## src/rtl/wsp_ram.sv

```systemverilog
// Generic single-write, single-read synchronous RAM with registered read.
// No dependencies.
module wsp_ram #(
    parameter int WIDTH = 8,
    parameter int DEPTH = 16
) (
    input  logic                     clk,
    input  logic                     we,
    input  logic [$clog2(DEPTH)-1:0] waddr,
    input  logic [WIDTH-1:0]         wdata,
    input  logic                     re,
    input  logic [$clog2(DEPTH)-1:0] raddr,
    output logic [WIDTH-1:0]         rdata
);
    logic [WIDTH-1:0] mem [DEPTH];

    always_ff @(posedge clk)
    begin
        if (we)
        begin
            mem[waddr] <= wdata;
        end
        if (re)
        begin
            rdata <= mem[raddr];
        end
    end
endmodule

```

## config.mk

```make
export PLATFORM = sky130hd
export DESIGN_NAME = wsp_ram
export DESIGN_NICKNAME = d
export VERILOG_FILES = /design/src/rtl/wsp_ram.sv
export SDC_FILE = /design/constraint.sdc
export NUM_CORES = 1
export LEC_CHECK = 0
export BUFFER_PORTS_ARGS = -buffer_cell sky130_fd_sc_hd__buf_4
export CAP_MARGIN = 15
export CORE_MARGIN = 5
export CORE_UTILIZATION = 51
export CTS_CLUSTER_SIZE = 16
export DETAILED_ROUTE_END_ITERATION = 8
export PLACE_DENSITY = 0.68
export SYNTH_ARGS = -nofsm -noshare
export SYNTH_HDL_FRONTEND = slang
export SYNTH_SLANG_ARGS = --single-unit
```

## constraint.sdc

```tcl
create_clock -name clk -period 3 [get_ports clk]
set_input_delay 0.3 -clock clk [delete_from_list [all_inputs] [get_ports clk]]
set_output_delay 0.3 -clock clk [all_outputs]
set_load 0.1 [all_outputs]
```

==> impl_metrics.tcl <==
set metrics [dict create \
    outcome "complete, no violations" \
    grt_pass1_vias 2516 \
    postCtsHoldBufs 0 \
    drive_gt1_frac 0.2822 \
    worst_slew_pin_slew_ns 0.8719 \
    synthTopCellsByArea "edfxtp_1 78%, mux4_2 7.8%, mux4_1 7.0%, a22oi_1 2.3%, nor2_1 0.93%" \
    power-per-cell-area_mw_per_mm2 696.9 \
    cts_setup_buffers 0 \
    critPathLaunchType "input pin" \
    ys_types 18 \
    post-route-drc-count 0 \
    crit_type "input pin to flip-flop" \
    boundaryPins 27 \
    r2r_cells 3 \
    numCtsBuffers 17 \
    layout_common_cells "136 x edfxtp_1, 37 x buf_4, 18 x mux4_2" \
    cts.clk_slew.worst_paths_ns 0.06 \
    clk_latency_ns 0.51 \
    required_ns 3.26 \
    crit_arrival_ns 1.83 \
    period_needed_ns 1.574 \
    detail-route-antenna-nets 0 \
    crit_fanout 32 \
    area_growth_pct 17.09 \
    diodes 0 \
    portBuffers 26 \
    routed_wl_mm 9.706 \
    r2r_start "mem[10][4]" \
    synthCells 229 \
    max_freq_mhz 635.4 \
    final_common_cell "edfxtp_1" \
    critPathCaptureType "flip-flop" \
    slew-limit-headroom 0.4166 \
    rrSetupSlack_ns 1.46 \
    hold_class "input pin to flip-flop" \
    die_h_um 111.2 \
    grt_usage 0.1695 \
    ys_ff_latch 136 \
    ir_drop_mv 0.3028 \
    syn-num-nets 248 \
    hold_start "wdata[5]" \
    fillCellCount 688 \
    viasPerCell 5.686 \
    overflow 0 \
    holdPathStages 1 \
    finalSetupViolations 0 \
    root_buffer "clkbuf_8" \
    p_leak_nw 2.048 \
    total_power_mw 4.266 \
    coreArea_mm2 0.01014 \
    dieArea_mm2 0.01237 \
    syn_area_mm2 0.005228 \
    cap_viol_max_count 0 \
    rsz0062_at_grt "false" \
    cts.sinks 136 \
    yosys.area.top_type "edfxtp_1" \
    initial_core_util 0.5156 \
    htree_levels 4 \
    path_cells "buf_4 -> mux4_1 -> a22oi_1 -> nand2_1" \
    critPathMaxStageDelay_ns 0.63 \
    cts_tree "done" \
    min_to "mem[0][5]" \
    routabilityCongestion 0.7226 \
    cp_slowest_cell "mux4_1" \
    first_pass_iters 4 \
    antenna_found_initial 0 \
    yosys.area.top_type_share 0.7812 \
    vias 2405 \
    clock_skew_ns 0.005797 \
    layout_worst_path_cycle_share 0.5246 \
    die_x_um 111.2 \
    fin_setup_tns_ns 0 \
    finalHoldViolations 0 \
    grt_first_pass_wirelength_mm 14.99 \
    slew_violations 0 \
    dp_hpwl_mm 6.055 \
    clockBufferDepth 2 \
    cts_resized 0 \
    yosysSeqAreaShare 0.7812 \
    wire_per_inst_um 22.95 \
    grt_max_degree 33 \
    num_rows 37 \
    drtIter0Drc 231 \
    timing.rr.end "rdata[4]" \
    ys.warnings.count 0 \
    syn_avg_cell_area_um2 22.83 \
    fin_nets 294 \
]
[final cells by class]
cell class | instances | area (um^2) | area share
Clock inverter | 12 | 110.1 | 0.01799
Clock buffer | 19 | 421.7 | 0.06889
Timing Repair Buffer | 37 | 277.8 | 0.04538
Multi-Input combinational cell | 83 | 1057 | 0.1727
Tap cell | 136 | 170.2 | 0.02780
Sequential cell | 136 | 4084 | 0.6672
[worst max-delay path: cells and delay by family]
| family | cells | cell delay (ns) |
|---|---|---|
| muxes | 1 | 0.63 |
| buffers and inverters | 1 | 0.47 |
| AOI/OAI and AO/OA | 1 | 0.30 |
| and+or+nand+nor | 1 | 0.09 |
[worst max-delay path by stage]
stage,startpoint,depth (start not counted),end,slack (ns)
2_1_floorplan,waddr[2],2,mem[0][0],1.21
3_3_place_gp,raddr[0],4,rdata[4],0.89
3_5_place_dp,raddr[0],4,rdata[4],0.84
4_1_cts,raddr[0],4,rdata[4],1.38
5_1_grt,raddr[0],4,rdata[4],1.33
6_report,raddr[0],4,rdata[4],1.43
[kinds of logic (layout without fill, tap and decap cells)]
logic type,Yosys count,after routing,synth area share
mux,32,32,0.1479
compound gates,16,16,0.02298
buf+inv,10,68,0.01651
simple gates,35,35,0.03136
flops,136,136,0.7812
[stage by stage]
stage	util	instance area (um^2)	hold WS (ns)	instances	setup WS [ns]
after floorplan	-	5228	0.3989	229	1.207
after global placement	0.5513	5589	0.5983	392	0.8917
after detailed placement	0.5513	5589	0.6081	392	0.8415
after CTS	0.6037	6121	0.06758	423	1.383
after global routing	0.6037	6121	0.07799	423	1.328
final	0.6037	6121	0.08318	423	1.426
[flip-flops by register name (all words and copies together) (netlist names)]
signal  flops
mem       128
rdata       8
[where the power goes]
part / internal, mW / switching (mW)
sequential: 2.14 / 0.0115
combinational: 0.0886 / 0.173
clock: 1.16 / 0.695
total: 3.39 / 0.879
[cell usage after synthesis, drive strengths merged]
library cell and count:
nor3 4, clkdlybuf4s25 3, nand2 9, nand3b 2, buf 7, and2b 1
nor2 13, a22oi 16, edfxtp 136, and2 1, or3b 1, nor2b 1
nand3 1, mux4 32, nand2b 2
[per-layer routing]
layer	share of wire	GRT usage	vias up
met3	0.056	0.05076	8
met1	0.43	0.2295	1248
met2	0.50	0.2650	78
li1	-	-	1071
met5	0	0	-
met4	0.012	0.05839	0
Power figures use the tool's default switching activity.
