--- src/rtl/wsp_pkg.sv ---
// Shared types, widths and helpers for the weighted simplex projection block.
// No dependencies.
package wsp_pkg;

    localparam int MAX_LEN = 64;
    localparam int IDX_W   = $clog2(MAX_LEN);
    localparam int LEN_W   = IDX_W + 1;
    localparam int VAL_W   = 32;
    localparam int SC_W    = 48;          // Q32.16 scaled value / threshold
    localparam int WS_W    = 40;          // sum of active weights
    localparam int MAG_W   = SC_W + 1;    // magnitude of a difference of two Q32.16
    localparam int NUM_W   = MAG_W + VAL_W; // product magnitude fed to the divider
    localparam int ENT_W   = SC_W + VAL_W + 1;
    localparam int ADDR_W  = 3;
    localparam logic [LEN_W-1:0] LEN_RESET = LEN_W'(16);
    localparam logic [ADDR_W-1:0] REG_VECTOR_LENGTH = '0;

    typedef struct packed {
        logic signed [SC_W-1:0]  scaled;
        logic        [VAL_W-1:0] weight;
        logic                    active;
    } entry_t;

    typedef struct packed {
        logic               start;
        logic               short_op;   // dividend fits in MAG_W bits
        logic [NUM_W-1:0]   dividend;
        logic [WS_W-1:0]    divisor;
    } div_req_t;

    typedef struct packed {
        logic               done;
        logic [MAG_W-1:0]   quotient;   // capped at 2^48
    } div_rsp_t;

    function automatic logic signed [SC_W-1:0] sat48(input logic signed [SC_W+1:0] v);
        logic signed [SC_W+1:0] hi;
        logic signed [SC_W+1:0] lo;
        hi = (SC_W+2)'(signed'({1'b0, {(SC_W-1){1'b1}}}));
        lo = -hi - (SC_W+2)'(1);
        if (v > hi)
        begin
            return hi[SC_W-1:0];
        end
        else if (v < lo)
        begin
            return lo[SC_W-1:0];
        end
        return v[SC_W-1:0];
    endfunction

endpackage

--- src/rtl/wsp_div.sv ---
// Restoring divider, one quotient bit per cycle, quotient capped at 2^48.
// Depends on wsp_pkg.
module wsp_div (
    input  logic               clk,
    input  logic               rst_n,
    input  wsp_pkg::div_req_t  req,
    output wsp_pkg::div_rsp_t  rsp
);
    import wsp_pkg::*;

    localparam int CNT_W = $clog2(NUM_W);
    localparam int Q_W   = MAG_W - 1;

    logic [NUM_W-1:0] num_reg, num_next;
    logic [WS_W-1:0]  rem_reg, rem_next;
    logic [WS_W-1:0]  dsr_reg, dsr_next;
    logic [Q_W-1:0]   q_reg, q_next;
    logic             ovf_reg, ovf_next;
    logic [CNT_W-1:0] cnt_reg, cnt_next;
    logic             busy_reg, busy_next;
    logic             done_reg, done_next;
    logic [WS_W:0]    trial;
    logic             bit_q;

    always_comb
    begin
        num_next  = num_reg;
        rem_next  = rem_reg;
        dsr_next  = dsr_reg;
        q_next    = q_reg;
        ovf_next  = ovf_reg;
        cnt_next  = cnt_reg;
        busy_next = busy_reg;
        done_next = 1'b0;
        trial     = {rem_reg, num_reg[NUM_W-1]};
        bit_q     = (trial >= {1'b0, dsr_reg});
        if (req.start)
        begin
            busy_next = 1'b1;
            rem_next  = '0;
            q_next    = '0;
            ovf_next  = 1'b0;
            dsr_next  = req.divisor;
            if (req.short_op)
            begin
                num_next = {req.dividend[MAG_W-1:0], {VAL_W{1'b0}}};
                cnt_next = CNT_W'(MAG_W - 1);
            end
            else
            begin
                num_next = req.dividend;
                cnt_next = CNT_W'(NUM_W - 1);
            end
        end
        else if (busy_reg)
        begin
            rem_next = bit_q ? WS_W'(trial - {1'b0, dsr_reg}) : trial[WS_W-1:0];
            q_next   = {q_reg[Q_W-2:0], bit_q};
            if (bit_q && cnt_reg >= CNT_W'(Q_W))
            begin
                ovf_next = 1'b1;
            end
            num_next = {num_reg[NUM_W-2:0], 1'b0};
            cnt_next = cnt_reg - CNT_W'(1);
            if (cnt_reg == '0)
            begin
                busy_next = 1'b0;
                done_next = 1'b1;
            end
        end
    end

    always_ff @(posedge clk or negedge rst_n)
    begin
        if (!rst_n)
        begin
            busy_reg <= 1'b0;
            done_reg <= 1'b0;
        end
        else
        begin
            busy_reg <= busy_next;
            done_reg <= done_next;
        end
    end

    always_ff @(posedge clk)
    begin
        num_reg <= num_next;
        rem_reg <= rem_next;
        dsr_reg <= dsr_next;
        q_reg   <= q_next;
        ovf_reg <= ovf_next;
        cnt_reg <= cnt_next;
    end

    assign rsp.done     = done_reg;
    assign rsp.quotient = ovf_reg ? {1'b1, {Q_W{1'b0}}} : {1'b0, q_reg};
endmodule

--- config.mk ---
export PLATFORM = sky130hd
export DESIGN_NAME = wsp_div
export DESIGN_NICKNAME = d
export VERILOG_FILES = /design/src/rtl/wsp_pkg.sv /design/src/rtl/wsp_div.sv
export SDC_FILE = /design/constraint.sdc
export NUM_CORES = 1
export LEC_CHECK = 0
export BUFFER_PORTS_ARGS = -buffer_cell sky130_fd_sc_hd__buf_4
export CELL_PAD_IN_SITES_DETAIL_PLACEMENT = 0
export CELL_PAD_IN_SITES_GLOBAL_PLACEMENT = 2
export CORE_ASPECT_RATIO = 2
export CORE_MARGIN = 4
export CORE_UTILIZATION = 39
export DETAILED_ROUTE_END_ITERATION = 16
export PLACE_DENSITY = 0.9
export SLEW_MARGIN = 0
export SYNTH_ARGS = -nofsm -noshare
export SYNTH_HDL_FRONTEND = slang
export SYNTH_SLANG_ARGS = --single-unit
--- constraint.sdc ---
create_clock -name clk -period 7.7 [get_ports clk]
set_input_delay 0.77 -clock clk [delete_from_list [all_inputs] [get_ports clk]]
set_output_delay 0.77 -clock clk [all_outputs]
set_load 0.02 [all_outputs]
==> results.json <==
{
  "cts-resized-gates": 0,
  "critPathLaunchType": "flip-flop",
  "synth_top_family_by_area": "compound AO/OA/AOI/OAI gates",
  "fin_area_mm2": 0.0141,
  "drc_errors": 0,
  "fp.dieH_um": 254,
  "fp.coreArea_mm2": 0.0296,
  "yosys.area_share.simple_pct": 15.3,
  "grtUsageTotal_pct": 19.1,
  "outcome": "finished clean",
  "drive_above_1_share_pct": 17.6,
  "largest_reg_flops": 81,
  "async_reset_ff_share_pct": 0.913,
  "gp_congestion": 0.869,
  "critical_path.slowest_cell": "and2_1",
  "clockBufferDepth": 3,
  "rows": 89,
  "wirelength_um": 32300,
  "io_pins": 175,
  "dpl_cell_area_mm2": 0.0133,
  "finalNetCount": 1501,
  "hold_path_class": "in -> reg",
  "cp_data_required_time_ns": 8.12,
  "root_buffer": "clkbuf_16",
  "ctsHoldBuffers": 1,
  "max_freq_ghz": 0.264,
  "critPathArrivalTime_ns": 4.20,
  "worstSetupEndpointType": "flip-flop",
  "post-place-ws_ns": 3.91,
  "antenna_found_initial": 1,
  "worstMarginPinSlew_ns": 1.13,
  "period_needed_ns": 3.78,
  "syn_area_mm2": 0.0118,
  "drv_slew": 0,
  "drtIter0Drc": 307,
  "wl_per_cell_um": 18.8,
  "cts_setup_buffers": 0,
  "critical_path.cell_chain": "inv_1 > ha_1 > nand4_1 > or2_2 > or4_1 > o211ai_2 > and2_1 > buf_4 > o311ai_0 > a311oi_1",
  "syn_avg_cell_area_um2": 9.82,
  "syn_to_final_growth_pct": 19.4,
  "postRouteAntennaNets": 0,
  "drv_cap": 0,
  "synth_flop_cell": "edfxtp_1",
  "yosysSeqAreaShare_pct": 48.2,
  "vias_per_cell": 5.48,
  "drtPass1Iterations": 5,
  "grt_max_degree": 89,
  "finalHoldViolCount": 0,
  "irDropWorstVdd_mv": 0.208,
  "synthMuxAreaShare_pct": 8.17,
  "syn-instance-count": 1198,
  "cts_tree": "yes",
  "htree_levels": 1,
  "worst_slack_ns": 3.92,
  "worst_path_largest_cell_delay_ns": 0.75,
  "critPathMaxFanout": 21,
  "synth_xor_area_share_pct": 2.01,
  "tns_ns": 0,
  "yosys_warnings": 0,
  "first_global_vias": 9498,
  "die_area_mm2": 0.0332,
  "power.density_mw_per_mm2": 203,
  "cpLargestDelayFamily": "simple AND/OR/NAND/NOR gates",
  "setup_viol": 0,
  "hpwl_um": 23500,
  "synth_fa_ha_area_share_pct": 4.53,
  "power_uw": 2850,
  "die_x_um": 131,
  "grt_pass1_wl_um": 50100,
  "insertion_delay_ns": 0.53,
  "power.leakage_uw": 0.00645,
  "vias": 9412,
  "rsz0062_at_grt": "false",
  "crit_type": "reg -> reg",
  "period_share_pct": 49.1,
  "ys_ff_latch": 219,
  "path_buf_inv": 2,
  "cts_made_buffers": 23,
  "synth_compound_area_share_pct": 17.3,
  "synth_nets": 1365,
  "clk_pin_slew_worst_paths_ns": 0.07,
  "grt_overflow": 0,
  "synth_edf_count": 128,
  "fin_skew_ns": 0.0149,
  "port_buffers": 174,
  "start_util_pct": 39.7,
  "ys_types": 64,
  "relSlewSlack_pct": 24.6,
  "cts.sinks": 219
}
[path summary, 6_finish.rpt]
| path | cells after the start | start | end | slack, ns |
|---|---|---|---|---|
| max in group asynchronous | 2 | rst_n | busy_reg | 6.98 |
| min in group asynchronous | 2 | rst_n | busy_reg | 0.62 |
| worst max register to register | 10 | dsr_reg[23] | rem_reg[20] | 3.92 |
| worst min-delay path | 1 | req[35] | dsr_reg[35] | 0.41 |
| worst min register to register | 1 | ovf_reg | ovf_reg | 0.46 |
| worst max-delay path | 10 | dsr_reg[23] | rem_reg[20] | 3.92 |
[Yosys cell counts, types with 14 or more instances]
| library cell | number | share of area (%) |
|---|---|---|
| nor2_1 | 159 | 5.1 |
| nor2b_1 | 56 | 3.0 |
| edfxtp_1 | 128 | 33 |
| clkbuf_1 | 48 | 1.5 |
| a311oi_1 | 28 | 2.1 |
| ha_1 | 41 | 4.4 |
| nand2_1 | 89 | 2.8 |
| dfxtp_1 | 89 | 15 |
| a22o_1 | 31 | 2.3 |
| mux2i_1 | 96 | 8.2 |
| nand3_1 | 15 | 0.64 |
| xor2_1 | 14 | 1.0 |
| inv_1 | 55 | 1.8 |
| nand4_1 | 14 | 0.74 |
| a21oi_1 | 100 | 4.3 |
| a21o_1 | 26 | 1.7 |
| o21ai_0 | 32 | 1.4 |
[worst reg2reg max path: cells and delay by family (launching register included)]
family,cells,cell delay [ns]
buffers and inverters,2,0.39
DFF,1,0.32
adders and majority gates,1,0.43
AOI/OAI and AO/OA,3,0.73
and+or+nand+nor,4,1.80
[report_power, final]
group / internal [µW] / switching [µW]
registers: 1330 / 37.1
clock network: 632 / 479
logic: 164 / 208
[logic make-up (layout without fill, tap and decap cells)]
group | after synthesis | count (layout)
buf+inv | 127 | 280
simple gates | 390 | 390
mux | 96 | 96
compound gates | 297 | 297
flops | 219 | 219
xor+xnor | 27 | 27
other cells | 0 | 1
fa+ha+maj | 42 | 42
[per-layer routing]
layer / vias to the layer above / GRT usage [%] / share of wire, %
li1: 4611 / - / -
met1: 4524 / 19.4 / 35
met2: 208 / 37.8 / 57
met3: 69 / 2.59 / 3.9
met4: 0 / 7.33 / 3.5
met5: - / 0 / 0
[through the flow]
stage	instances	hold slack, ns	util, %
2_1_floorplan	1198	0.431	-
3_3_place_gp	1672	0.450	44.9
3_5_place_dp	1672	0.448	44.9
4_1_cts	1715	0.390	47.4
5_1_grt	1716	0.390	47.4
6_report	1716	0.412	47.4
[cell usage in the layout, fill, tap and decap left out, types with 31 or more instances in the layout]
cell      synthesis  final
buf_4             2    181
mux2i_1          96     96
ha_1             41     41
a22o_1           31     31
nand2_1          89     88
nor2b_1          56     56
nor2_1          159    158
edfxtp_1        128    128
o21ai_0          32     32
inv_1            55     54
dfxtp_1          89     89
a21oi_1         100    100
[area by class of cell]
class                           instances  area (µm²)
Inverter                               55         208
Sequential cell                       219        5680
Antenna cell                            1        2.50
Clock inverter                          9        58.8
Timing Repair Buffer                  183        1380
Multi-Input combinational cell        852        5570
Fill cell                            2895       15600
Tap cell                              364         455
Clock buffer                           33         694
Note: power is estimated with default switching activity, not from simulation.
